[src/design/ise_pkg.sv]
// Integer stack engine package: command, status and op codes, queue entry type.
// No dependencies; every other design file but ise_if uses this package.
`timescale 1ns / 1ps

package ise_pkg;

  // Command codes on the input word.
  localparam logic [2:0] CMD_PUSH = 3'd0;
  localparam logic [2:0] CMD_LIST = 3'd1;
  localparam logic [2:0] CMD_PEEK = 3'd2;
  localparam logic [2:0] CMD_POP  = 3'd3;
  localparam logic [2:0] CMD_SWAP = 3'd4;
  localparam logic [2:0] CMD_NOP  = 3'd5;
  localparam logic [2:0] CMD_ADD  = 3'd6;
  localparam logic [2:0] CMD_RSVD = 3'd7;

  // Status codes on the result word.
  localparam logic [2:0] ST_OK    = 3'd0;
  localparam logic [2:0] ST_EMPTY = 3'd1;
  localparam logic [2:0] ST_SHORT = 3'd2;
  localparam logic [2:0] ST_FULL  = 3'd3;
  localparam logic [2:0] ST_NOINT = 3'd4;

  // Entry pointer width for the largest supported stack (64 entries).
  localparam int unsigned PTR_W = 6;

  // Work the back end carries out for one classified command.
  typedef enum logic [2:0] {
    OP_STATUS,
    OP_PUSH,
    OP_PEEK,
    OP_SWAP,
    OP_ADD,
    OP_LIST
  } op_e;

  typedef struct packed {
    op_e              op;
    logic [2:0]       status;
    logic [31:0]      value;
    logic [PTR_W-1:0] addr;   // push slot, or index of the top entry
  } entry_t;

endpackage

[src/design/ise_if.sv]
// Integer stack engine channel interfaces: command word in, result word out.
// Depends on nothing; valid/ready handshake, a word moves when both are high.
`timescale 1ns / 1ps

interface ise_in_if;
  logic               valid;
  logic               ready;
  logic [2:0]         cmd;
  logic signed [31:0] push_value;
  logic               value_ok;

  modport source (output valid, output cmd, output push_value, output value_ok,
                  input ready);
  modport sink   (input valid, input cmd, input push_value, input value_ok,
                  output ready);
endinterface

interface ise_out_if;
  logic               valid;
  logic               ready;
  logic signed [31:0] data;
  logic [2:0]         status;
  logic               last;

  modport source (output valid, output data, output status, output last,
                  input ready);
  modport sink   (input valid, input data, input status, input last,
                  output ready);
endinterface

[src/design/integer_stack_engine_top.sv]
// Integer stack engine: bounded LIFO of signed 32-bit integers driven by commands.
// A result word passes the queue, the back end's registered memory read and state, and
// the output register. The back end takes a command only while idle, so the queue holds
// the next ones; swap needs a second write step and list one step per entry, due to the
// back-end sequencer, its single write port and registered memory reads.
// Reset: asynchronous, active low; empties the stack and queue, memory contents undefined.
`timescale 1ns / 1ps

module integer_stack_engine_top #(
  parameter int unsigned STACK_DEPTH = 32   // 2 to 64 entries
) (
  input  logic      clk_i,
  input  logic      rst_ni,
  ise_in_if.sink    in_i,
  ise_out_if.source out_o
);

  // Front to queue: classified commands; the front keeps its own entry count,
  // since every command's effect on the count is known at classification.
  logic            fq_valid, fq_ready;
  ise_pkg::entry_t fq_entry;

  // Queue to back: the back end pops one entry when its sequencer is idle.
  logic            qb_valid, qb_ready;
  ise_pkg::entry_t qb_entry;

  ise_front #(
    .STACK_DEPTH (STACK_DEPTH)
  ) u_front (
    .clk_i     (clk_i),
    .rst_ni    (rst_ni),
    .in_i      (in_i),
    .q_valid_o (fq_valid),
    .q_entry_o (fq_entry),
    .q_ready_i (fq_ready)
  );

  // Two entries let the front accept while the back lists or waits on output.
  ise_queue u_queue (
    .clk_i        (clk_i),
    .rst_ni       (rst_ni),
    .push_valid_i (fq_valid),
    .push_entry_i (fq_entry),
    .push_ready_o (fq_ready),
    .pop_valid_o  (qb_valid),
    .pop_entry_o  (qb_entry),
    .pop_ready_i  (qb_ready)
  );

  // Back end owns the stack memory and the output register.
  ise_back #(
    .STACK_DEPTH (STACK_DEPTH)
  ) u_back (
    .clk_i     (clk_i),
    .rst_ni    (rst_ni),
    .q_valid_i (qb_valid),
    .q_entry_i (qb_entry),
    .q_ready_o (qb_ready),
    .out_o     (out_o)
  );

endmodule

[src/design/ise_front.sv]
// Integer stack engine front end: accepts command words, tracks the entry count
// and classifies each command into a queue entry. Depends on ise_pkg, ise_if.
`timescale 1ns / 1ps

module ise_front #(
  parameter int unsigned STACK_DEPTH = 32
) (
  input  logic            clk_i,
  input  logic            rst_ni,
  ise_in_if.sink          in_i,
  output logic            q_valid_o,
  output ise_pkg::entry_t q_entry_o,
  input  logic            q_ready_i
);

  localparam int unsigned CW = $clog2(STACK_DEPTH + 1);

  logic [CW-1:0] count_q, count_d;
  logic [CW-1:0] top_idx;
  logic          accept;
  logic          keep;
  logic          full, empty, short_stack;

  assign in_i.ready  = q_ready_i;
  assign accept      = in_i.valid && in_i.ready;
  assign full        = (count_q == CW'(STACK_DEPTH));
  assign empty       = (count_q == '0);
  assign short_stack = (count_q < CW'(2));
  assign top_idx     = count_q - CW'(1);

  always_comb begin
    keep               = 1'b1;
    count_d            = count_q;
    q_entry_o.op       = ise_pkg::OP_STATUS;
    q_entry_o.status   = ise_pkg::ST_OK;
    q_entry_o.value    = in_i.push_value;
    q_entry_o.addr     = ise_pkg::PTR_W'(top_idx);
    unique case (in_i.cmd) inside
      ise_pkg::CMD_PUSH: begin
        if (full) begin
          q_entry_o.status = ise_pkg::ST_FULL;
        end else if (!in_i.value_ok) begin
          q_entry_o.status = ise_pkg::ST_NOINT;
        end else begin
          q_entry_o.op   = ise_pkg::OP_PUSH;
          q_entry_o.addr = ise_pkg::PTR_W'(count_q);
          count_d        = count_q + CW'(1);
        end
      end
      ise_pkg::CMD_LIST: begin
        if (empty) begin
          keep = 1'b0;   // drop: an empty listing gives no word
        end else begin
          q_entry_o.op = ise_pkg::OP_LIST;
        end
      end
      ise_pkg::CMD_PEEK: begin
        if (empty) q_entry_o.status = ise_pkg::ST_EMPTY;
        else       q_entry_o.op     = ise_pkg::OP_PEEK;
      end
      ise_pkg::CMD_POP: begin
        if (empty) q_entry_o.status = ise_pkg::ST_EMPTY;
        else       count_d          = count_q - CW'(1);
      end
      ise_pkg::CMD_SWAP: begin
        if (short_stack) q_entry_o.status = ise_pkg::ST_SHORT;
        else             q_entry_o.op     = ise_pkg::OP_SWAP;
      end
      ise_pkg::CMD_ADD: begin
        if (short_stack) begin
          q_entry_o.status = ise_pkg::ST_SHORT;
        end else begin
          q_entry_o.op = ise_pkg::OP_ADD;
          count_d      = count_q - CW'(1);
        end
      end
      ise_pkg::CMD_NOP, ise_pkg::CMD_RSVD: begin
        q_entry_o.status = ise_pkg::ST_OK;
      end
      default: begin
        q_entry_o.status = ise_pkg::ST_OK;
      end
    endcase
  end

  assign q_valid_o = in_i.valid && keep;

  always_ff @(posedge clk_i or negedge rst_ni) begin
    if (!rst_ni) begin
      count_q <= '0;
    end else if (accept) begin
      count_q <= count_d;
    end
  end

  a_count_bound: assert property (@(posedge clk_i) disable iff (!rst_ni)
    count_q <= CW'(STACK_DEPTH))
    else $error("entry count above stack depth");

  a_count_idle: assert property (@(posedge clk_i) disable iff (!rst_ni)
    !accept |=> $stable(count_q))
    else $error("entry count moved without an accepted word");

  a_drop_list: assert property (@(posedge clk_i) disable iff (!rst_ni)
    (accept && !q_valid_o) |-> (in_i.cmd == ise_pkg::CMD_LIST && empty))
    else $error("word dropped that was not an empty listing");

endmodule

[src/design/ise_queue.sv]
// Integer stack engine decoupling queue: two-entry FIFO of classified commands.
// Depends on ise_pkg for the entry type.
`timescale 1ns / 1ps

module ise_queue (
  input  logic            clk_i,
  input  logic            rst_ni,
  input  logic            push_valid_i,
  input  ise_pkg::entry_t push_entry_i,
  output logic            push_ready_o,
  output logic            pop_valid_o,
  output ise_pkg::entry_t pop_entry_o,
  input  logic            pop_ready_i
);

  ise_pkg::entry_t slot_q [2];
  logic            wr_ptr_q, rd_ptr_q;
  logic [1:0]      fill_q;
  logic            do_push, do_pop;

  assign push_ready_o = (fill_q != 2'd2);
  assign pop_valid_o  = (fill_q != 2'd0);
  assign pop_entry_o  = slot_q[rd_ptr_q];
  assign do_push      = push_valid_i && push_ready_o;
  assign do_pop       = pop_valid_o && pop_ready_i;

  always_ff @(posedge clk_i) begin
    if (do_push) slot_q[wr_ptr_q] <= push_entry_i;
  end

  always_ff @(posedge clk_i or negedge rst_ni) begin
    if (!rst_ni) begin
      wr_ptr_q <= 1'b0;
      rd_ptr_q <= 1'b0;
      fill_q   <= 2'd0;
    end else begin
      if (do_push) wr_ptr_q <= ~wr_ptr_q;
      if (do_pop)  rd_ptr_q <= ~rd_ptr_q;
      case ({do_push, do_pop})
        2'b10:   fill_q <= fill_q + 2'd1;
        2'b01:   fill_q <= fill_q - 2'd1;
        default: fill_q <= fill_q;
      endcase
    end
  end

endmodule

[src/design/ise_back.sv]
// Integer stack engine back end: stack memory, execution sequencer and the
// result output register. Depends on ise_pkg and ise_if.
`timescale 1ns / 1ps

module ise_back #(
  parameter int unsigned STACK_DEPTH = 32
) (
  input  logic            clk_i,
  input  logic            rst_ni,
  input  logic            q_valid_i,
  input  ise_pkg::entry_t q_entry_i,
  output logic            q_ready_o,
  ise_out_if.source       out_o
);

  localparam int unsigned IW = $clog2(STACK_DEPTH);

  localparam logic [1:0] S_IDLE  = 2'd0;
  localparam logic [1:0] S_RUN   = 2'd1;
  localparam logic [1:0] S_SWAP2 = 2'd2;

  logic [1:0]         state_q, state_d;
  ise_pkg::op_e       op_q;
  logic [2:0]         status_q;
  logic [31:0]        value_q;
  logic [IW-1:0]      idx_q, idx_d;
  logic [31:0]        rda_q, rdb_q;
  logic [31:0]        mem_q [STACK_DEPTH];

  logic               rd_en;
  logic [IW-1:0]      raddr_a, raddr_b, entry_idx;
  logic               mem_we;
  logic [IW-1:0]      waddr;
  logic [31:0]        wdata;

  logic               can_emit, emit;
  logic [31:0]        e_data;
  logic [2:0]         e_status;
  logic               e_last;

  logic               out_valid_q;
  logic signed [31:0] out_data_q;
  logic [2:0]         out_status_q;
  logic               out_last_q;

  assign can_emit  = !out_valid_q || out_o.ready;
  assign entry_idx = IW'(q_entry_i.addr);

  always_comb begin
    state_d   = state_q;
    idx_d     = idx_q;
    q_ready_o = 1'b0;
    rd_en     = 1'b0;
    raddr_a   = idx_q;
    raddr_b   = idx_q - IW'(1);
    mem_we    = 1'b0;
    waddr     = idx_q;
    wdata     = value_q;
    emit      = 1'b0;
    e_data    = '0;
    e_status  = status_q;
    e_last    = 1'b1;
    unique case (state_q)
      S_IDLE: begin
        q_ready_o = 1'b1;
        if (q_valid_i) begin
          rd_en   = 1'b1;
          raddr_a = entry_idx;
          raddr_b = entry_idx - IW'(1);
          idx_d   = entry_idx;
          state_d = S_RUN;
        end
      end
      S_RUN: begin
        if (can_emit) begin
          emit = 1'b1;
          case (op_q)
            ise_pkg::OP_LIST: begin
              e_data = rda_q;
              e_last = (idx_q == '0);
              if (idx_q == '0) begin
                state_d = S_IDLE;
              end else begin
                idx_d   = idx_q - IW'(1);
                rd_en   = 1'b1;
                raddr_a = idx_q - IW'(1);
                state_d = S_RUN;
              end
            end
            ise_pkg::OP_PUSH: begin
              mem_we  = 1'b1;
              state_d = S_IDLE;
            end
            ise_pkg::OP_PEEK: begin
              e_data  = rda_q;
              state_d = S_IDLE;
            end
            ise_pkg::OP_ADD: begin
              mem_we  = 1'b1;
              waddr   = idx_q - IW'(1);
              wdata   = rda_q + rdb_q;
              state_d = S_IDLE;
            end
            ise_pkg::OP_SWAP: begin
              mem_we  = 1'b1;
              wdata   = rdb_q;
              state_d = S_SWAP2;
            end
            default: begin
              state_d = S_IDLE;
            end
          endcase
        end
      end
      S_SWAP2: begin
        mem_we  = 1'b1;
        waddr   = idx_q - IW'(1);
        wdata   = rda_q;
        state_d = S_IDLE;
      end
      default: begin
        state_d = S_IDLE;
      end
    endcase
  end

  // Stack memory: one write port, two registered read ports.
  always_ff @(posedge clk_i) begin
    if (mem_we) mem_q[waddr] <= wdata;
    if (rd_en) begin
      rda_q <= mem_q[raddr_a];
      rdb_q <= mem_q[raddr_b];
    end
  end

  always_ff @(posedge clk_i) begin
    if (state_q == S_IDLE && q_valid_i) begin
      op_q     <= q_entry_i.op;
      status_q <= q_entry_i.status;
      value_q  <= q_entry_i.value;
    end
    if (emit) begin
      out_data_q   <= e_data;
      out_status_q <= e_status;
      out_last_q   <= e_last;
    end
  end

  always_ff @(posedge clk_i or negedge rst_ni) begin
    if (!rst_ni) begin
      state_q     <= S_IDLE;
      idx_q       <= '0;
      out_valid_q <= 1'b0;
    end else begin
      state_q <= state_d;
      idx_q   <= idx_d;
      if (emit)             out_valid_q <= 1'b1;
      else if (out_o.ready) out_valid_q <= 1'b0;
    end
  end

  assign out_o.valid  = out_valid_q;
  assign out_o.data   = out_data_q;
  assign out_o.status = out_status_q;
  assign out_o.last   = out_last_q;

  a_swap_order: assert property (@(posedge clk_i) disable iff (!rst_ni)
    state_q == S_SWAP2 |-> $past(state_q) == S_RUN && $past(emit))
    else $error("second swap write without its first half");

  a_idle_no_write: assert property (@(posedge clk_i) disable iff (!rst_ni)
    state_q == S_IDLE |-> !mem_we && !emit)
    else $error("memory write or result while idle");

  a_emit_room: assert property (@(posedge clk_i) disable iff (!rst_ni)
    emit |-> can_emit)
    else $error("result overwrote an untaken word");

endmodule
[src/flat_wrapper.sv]
// flat-port wrapper written by rule: the top's interface ports become plain ports
module integer_stack_engine_top_flat 
#(
  parameter int unsigned STACK_DEPTH = 32                     
)
  (clk_i, rst_ni, in_i_valid, in_i_cmd, in_i_push_value, in_i_value_ok, in_i_ready, out_o_valid, out_o_data, out_o_status, out_o_last, out_o_ready);
  ise_in_if in_i_i ();
  ise_out_if out_o_i ();
  input  logic clk_i;
  input  logic rst_ni;
  input wire logic [$bits(in_i_i.valid)-1:0] in_i_valid;
  input wire logic [$bits(in_i_i.cmd)-1:0] in_i_cmd;
  input wire logic [$bits(in_i_i.push_value)-1:0] in_i_push_value;
  input wire logic [$bits(in_i_i.value_ok)-1:0] in_i_value_ok;
  output wire logic [$bits(in_i_i.ready)-1:0] in_i_ready;
  output wire logic [$bits(out_o_i.valid)-1:0] out_o_valid;
  output wire logic [$bits(out_o_i.data)-1:0] out_o_data;
  output wire logic [$bits(out_o_i.status)-1:0] out_o_status;
  output wire logic [$bits(out_o_i.last)-1:0] out_o_last;
  input wire logic [$bits(out_o_i.ready)-1:0] out_o_ready;
  assign in_i_i.valid = in_i_valid;
  assign in_i_i.cmd = in_i_cmd;
  assign in_i_i.push_value = in_i_push_value;
  assign in_i_i.value_ok = in_i_value_ok;
  assign in_i_ready = in_i_i.ready;
  assign out_o_valid = out_o_i.valid;
  assign out_o_data = out_o_i.data;
  assign out_o_status = out_o_i.status;
  assign out_o_last = out_o_i.last;
  assign out_o_i.ready = out_o_ready;
  integer_stack_engine_top #(.STACK_DEPTH(STACK_DEPTH)) u_core (.clk_i(clk_i), .rst_ni(rst_ni), .in_i(in_i_i), .out_o(out_o_i));
endmodule
[config.mk]
export PLATFORM = sky130hd
export DESIGN_NAME = integer_stack_engine_top_flat
export DESIGN_NICKNAME = d
export VERILOG_FILES = /design/src/design/ise_pkg.sv /design/src/design/ise_if.sv /design/src/design/integer_stack_engine_top.sv /design/src/design/ise_front.sv /design/src/design/ise_queue.sv /design/src/design/ise_back.sv /design/src/flat_wrapper.sv
export SDC_FILE = /design/constraint.sdc
export NUM_CORES = 2
export LEC_CHECK = 0
export BUFFER_PORTS_ARGS = -buffer_cell sky130_fd_sc_hd__buf_4
export CAP_MARGIN = 40
export CELL_PAD_IN_SITES_DETAIL_PLACEMENT = 0
export CELL_PAD_IN_SITES_GLOBAL_PLACEMENT = 1
export CORE_ASPECT_RATIO = 1.1
export CORE_MARGIN = 2
export CORE_UTILIZATION = 45
export DETAILED_ROUTE_END_ITERATION = 12
export GPL_ROUTABILITY_DRIVEN = 0
export PLACE_DENSITY_LB_ADDON = 0.1
export SLEW_MARGIN = 20
export SYNTH_ARGS = -nofsm -noshare
export SYNTH_HDL_FRONTEND = slang
export SYNTH_SLANG_ARGS = --single-unit
[constraint.sdc]
create_clock -name clk_i -period 4.67 [get_ports clk_i]
set_input_delay 0.2335 -clock clk_i [delete_from_list [all_inputs] [get_ports clk_i]]
set_output_delay 0.2335 -clock clk_i [all_outputs]
set_load 0.02 [all_outputs]
# Word-level counts from Yosys, hierarchy flattened

Memory sizes are Yosys's and may differ from the RTL's. A register that Yosys moved wholly into a read port is not among the register bits.
Cells that the tools add are included.
W data, S select, Z words.

Eq/ne operators: 22
Reduce and logical (&&, ||, !) cells: 23
Add/sub/neg operators: 7
Magnitude comparators: 1
Bitwise gates (word level): 2
Multiplexer cells: 58

Operators by type and width:

| operator              | number |
|---|---|
| $pmux W32 S2          | 2 |
| $mux W6               | 7 |
| $mux W5               | 8 |
| $add A32 B32 Y32      | 1 |
| $mux W32              | 1 |
| $mux W1               | 21 |
| $pmux W5 S2           | 2 |
| $pmux W6 S3           | 1 |
| $pmux W3 S5           | 1 |
| $ne A2 B2 Y1 const B  | 7 |
| $eq A3 B2 Y1 const B  | 4 |
| $eq A3 B3 Y1 const B  | 4 |
| $mux W3               | 4 |
| $pmux W2 S2           | 3 |
| $mux W2               | 5 |
| $sub A5 B1 Y5 const B | 2 |
| $pmux W3 S3           | 1 |
| $add A6 B1 Y6 const B | 1 |
| $eq A3 B1 Y1 const B  | 2 |
| $eq A6 B6 Y1 const B  | 1 |
| $logic_not A6 Y1      | 1 |
| $lt A6 B2 Y1 const B  | 1 |
| $reduce_and A3 Y1     | 2 |
| $reduce_and A6 Y1     | 1 |
| 18 further kinds      | 30 |

Input port bits: 40
Logic and storage cells: 128
Output and inout bits: 38
Flip-flop bits (word level): 92
Memories: 2
RAM bits: 1112

Memory list:

| memory                | depth | width | read ports | clocked after memory_dff | write ports | line            | text |
|---|---|---|---|---|---|---|---|
| u_core.u_back.mem_q   | 32    | 32    | 2          | 2                        | 1           | ise_back.sv:28  | `logic [31:0] mem_q [STACK_DEPTH];` |
| u_core.u_queue.slot_q | 2     | 44    | 1          | 0                        | 1           | ise_queue.sv:16 | `ise_pkg::entry_t slot_q [2];` |

# Depth between registers and ports, before layout

Word-level depth: 7
Depth in mapped cells: 15
Mapped depth without buffers: 12

# Modules after synthesis

A second synthesis with hierarchy kept.

Cells, all modules: 3270
Area, all modules: 59326.9 µm²

By module, submodules not included:

| module    | cells an instance | area each (µm²) | times used | sequential area each (µm²) |
|---|---|---|---|---|
| ise_back  | 2988              | 54900.2         | 1          | 35093.7 |
| ise_queue | 154               | 3389.5          | 1          | 2742.6 |
| ise_front | 128               | 1037.2          | 1          | 150.1 |

# Least setup slack after synthesis

OpenSTA, ideal clock, no wires.

Kind: register to register
Start: register u_core.u_back.rda_q[0] (read register of u_core.u_back.mem_q)
End: memory u_core.u_back.mem_q[0][22], data pin
Library setup time: 0.454 ns
Stages on the path, launching flop included: 13
Arrival time: 3.594 ns
Setup slack: 0.622 ns
Data required time: 4.216 ns
Path buffers: 0
Period minus slack after synthesis: 4.048 ns
Cells stage by stage: edfxtp_1 -> ha_1 -> inv_1 -> fa_1 -> nor2b_1 -> o2111ai_1 -> a31oi_1 -> o41ai_2 -> a21o_1 -> o211ai_1 -> xor2_1 -> a221oi_1 -> o21ai_0

Word-level cells in the longest chain between the ends: 4

RTL lines:

| item                        | line            | text |
|---|---|---|
| from (decl)                 | ise_back.sv:27  | `logic [31:0] rda_q, rdb_q;` |
| $add A32 B32 Y32            | ise_back.sv:101 | `wdata = rda_q + rdb_q;` |
| $pmux W32 S2                | ise_back.sv:77  | `case (op_q)` |
| $mux W32                    | ise_back.sv:75  | `if (can_emit) begin` |
| $pmux W32 S2                | ise_back.sv:63  | `unique case (state_q)` |
| via u_core.u_back.wdata[22] | ise_back.sv:34  | `logic [31:0] wdata;` |
| to (decl)                   | ise_back.sv:28  |  |

The timed path passes the listed nets, and every way through them passes these cells.

# Worst setup path in the final report

Start: register u_core.u_back.state_q[1]
End: register u_core.u_back.rda_q[14] (read register of u_core.u_back.mem_q), data pin

Word-level cells in the longest chain between the ends: 2
Elaborated cells between the ends (all ways): 4
Those cells by class: eq/ne (1); mux (2); reduce/logical (1)

RTL lines:

| item                                             | line            | text |
|---|---|---|
| from (decl)                                      | ise_back.sv:22  | `logic [1:0] state_q, state_d;` |
| from (signal assigned)                           | ise_back.sv:155 | `state_q <= state_d;` |
| $eq A2 B1 Y1 or $logic_not A2 Y1 (tied branches) | ise_back.sv:63  |  |
| $pmux W5 S2 or $pmux W1 S2 (tied branches)       | --              |  |

Several ways; a longest one is shown, not always the timed one.
A chain may end at the register's enable or synchronous reset.

==> flow_summary.json <==
{
  "run_status": "complete, no violations",
  "dr_total_vias": 46767,
  "dp_slack_ns": 0.491,
  "yosys_most_used_dff": "edfxtp_1",
  "synth-seq-area-share": 0.614,
  "synthTopCellsByArea": "edfxtp_1 (61%), nand2_1 (6.9%), a211oi_1 (4.0%)",
  "drt-initial-drc-count": 6035,
  "period_share": 0.944,
  "ff_latch_area_sq_mm": 0.0379,
  "async_flop_share": 0.0142,
  "initial_core_util": 0.453,
  "fmax_mhz": 227,
  "antenna_found_initial": 12,
  "cts_root_buf": "clkbuf_16",
  "grt_max_degree": 130,
  "grt_usage": 0.321,
  "dieArea_sq_mm": 0.140,
  "synth.top_cell.area_share": 0.607,
  "multi_input_area_sq_mm": 0.0222,
  "via_per_inst": 6.33,
  "min_period_ns": 4.41,
  "critPathKind": "register to register",
  "clk_pin_slew_ns": 0.06,
  "start_kind": "register",
  "syn_area_per_cell_sq_um": 11.4,
  "io_buffers": 77,
  "setup_viol": 0,
  "grt_pass1_wl_mm": 320,
  "syn_inst": 5400,
  "synth_edf_count": 1248,
  "yosysWarnings": 0,
  "routedWlPerCell_microns": 30.8,
  "cts_buffer_depth": 3,
  "cts_tree": "done",
  "stdcell_area_sq_mm": 0.0704,
  "fp.dieH_microns": 392,
  "area_delta_synth_final_pct": 14.0,
  "hpwl_mm": 130,
  "grt-ovfl-total": 0,
  "clock_sinks": 1266,
  "cp_max_fo": 129,
  "ioPinCount": 78,
  "worst_skew_pair.late_latency_ns": 0.81,
  "final.setup.tns_ns": 0,
  "drc_errors": 0,
  "placed_area_sq_mm": 0.0658,
  "hp-class": "input pin to async pin",
  "postCtsSetupRepairBufs": 0,
  "syn_area_sq_mm": 0.0617,
  "num-nets-final": 5564,
  "synth_seq_cells": 1266,
  "final-hold-violation-count": 0,
  "maxSlewViolCount": 0,
  "final.setup_skew_ns": 0.0361,
  "cp-end-kind": "register",
  "maxCapViolCount": 0,
  "synth_top_area_cell": "edfxtp_1",
  "critical_path_required_ns": 5.18,
  "rsz0062_at_grt": "no",
  "wl_mm": 227,
  "layout_setup_ws_ns": 0.262,
  "htree_num_levels": 4,
  "die_w_microns": 357,
  "cts_buffers": 139,
  "critical_path_arrival_ns": 4.91,
  "max_slew_margin": 0.157,
  "fillerInstances": 11803,
  "core_sq_mm": 0.136,
  "ys_types": 75,
  "drive_above_1_share": 0.114,
  "syn-num-nets": 5481,
  "rows": 142,
  "first_pass_iters": 7,
  "grt_pass1_vias": 43962,
  "ant_nets": 0,
  "tightest_slew_ns": 1.27
}
==> synthesized netlist by cell type, types with 68 or more instances <==
library cell / n
a31oi_1: 68
mux2i_1: 233
buf_2: 106
o22ai_1: 101
nor2_1: 107
edfxtp_1: 1248
o21ai_0: 81
a21oi_1: 292
and2_1: 253
nand3_1: 273
a311oi_1: 193
and3_1: 132
a211oi_1: 325
nand2_1: 1138
and2_0: 70
clkbuf_1: 260
==> kinds of logic (layout without fill, tap and decap cells) <==
logic type,after synthesis,in the layout,synth area share
AND/OR/NAND/NOR,2075,2075,0.155
flip-flops,1266,1266,0.614
AO/OA/AOI/OAI,1245,1245,0.137
buffers and inverters,453,638,0.0333
multiplexers,274,274,0.0456
XOR/XNOR,46,46,0.00653
adder cells (fa/ha/maj),41,41,0.00843
other,0,6,0
==> registers in the layout (all words and copies together) (netlist names) <==
register                    cells
u_core.u_back.e_status          3
u_core.u_back.idx_q             5
u_core.u_back.mem_q          1024
u_core.u_back.op_q              3
u_core.u_back.out_o.data       32
u_core.u_back.out_o.last        1
u_core.u_back.out_o.status      3
u_core.u_back.out_o.valid       1
u_core.u_back.rda_q            32
u_core.u_back.rdb_q            32
u_core.u_back.state_q           2
u_core.u_back.value_q          32
u_core.u_front.count_q          6
u_core.u_queue.fill_q           2
u_core.u_queue.rd_ptr_q         1
u_core.u_queue.slot_q          86
u_core.u_queue.wr_ptr_q         1
==> cells in the final DEF, fill, tap and decap left out, types with 15 or more instances in the layout <==
master,instances
o21ai_1,44
and2_0,70
a21oi_1,287
a211oi_1,325
xor2_1,20
nor2_1,70
o22ai_1,101
nor4_1,30
nand2_1,1135
mux2i_1,233
a21o_1,50
clkbuf_16,142
dlygate4sd3_1,41
ha_1,38
edfxtp_1,1248
nor3_1,15
clkbuf_1,28
inv_1,17
mux2_2,39
and3_1,132
clkinv_1,44
and2_1,253
nor2_4,34
nand3_1,272
xnor2_1,26
buf_12,59
o21ai_0,70
buf_4,266
a31oi_1,68
a311oi_1,193
dfrtp_1,17
==> worst paths after layout <==
kind	end	slack (ns)	start	depth (start not counted)
setup reg to reg	u_core.u_back.rda_q[14]	0.26	u_core.u_back.state_q[1]	11
hold reg to reg	u_core.u_back.out_o.status[1]	0.43	u_core.u_back.e_status[1]	0
min in group clk_i	u_core.u_queue.slot_q[0][36]	0.18	in_i_push_value[30]	2
hold / removal	u_core.u_back.state_q[0]	0.08	rst_ni	3
max in group asynchronous	u_core.u_queue.rd_ptr_q	4.18	rst_ni	3
setup / recovery	u_core.u_back.rda_q[14]	0.26	u_core.u_back.state_q[1]	11
==> critical path, stage by stage (launching register included) <==
cell      delay, ns
dfrtp_1        0.40
inv_1          0.12
ha_1           0.33
nand3_1        0.18
o31a_1         0.35
a211oi_4       0.40
buf_12         0.41
buf_4          0.51
mux2i_1        0.13
a21oi_1        0.16
o22ai_1        0.09
nor4_1         0.59
==> what timing repair did <==
action                                 4_1_cts  5_1_grt
endpoints found under the hold margin       99        0
hold buffers                                42        0
gates resized for setup                      0        0
==> metal layers <==
layer | vias to the layer above | track usage | share of wire
met4 | 8 | 0.129 | 0.039
met5 | - | 0 | 0.00021
met3 | 437 | 0.0615 | 0.090
li1 | 20545 | - | -
met1 | 23545 | 0.447 | 0.42
met2 | 2232 | 0.494 | 0.45
==> metrics by stage <==
stage                     std cells  utilization  hold slack, ns
after floorplan                5400            -         -0.0621
after global placement         7094        0.482           0.147
after detailed placement       7100        0.483           0.148
after CTS                      7385        0.517           0.130
after global routing           7385        0.517          0.0970
final                          7391        0.517          0.0817
==> cell type report <==
class,instances,share of cell area
antenna,6,0.000213
clock buffer,170,0.0520
clock inverter,73,0.00754
inverter,22,0.00128
multi-input combinational,3681,0.316
sequential,1266,0.539
tap,1800,0.0320
timing repair buffer,373,0.0525
Power is left out: the tool's default activity adds up to more than one toggle a clock period on the data nets, which glitch-free logic cannot reach.
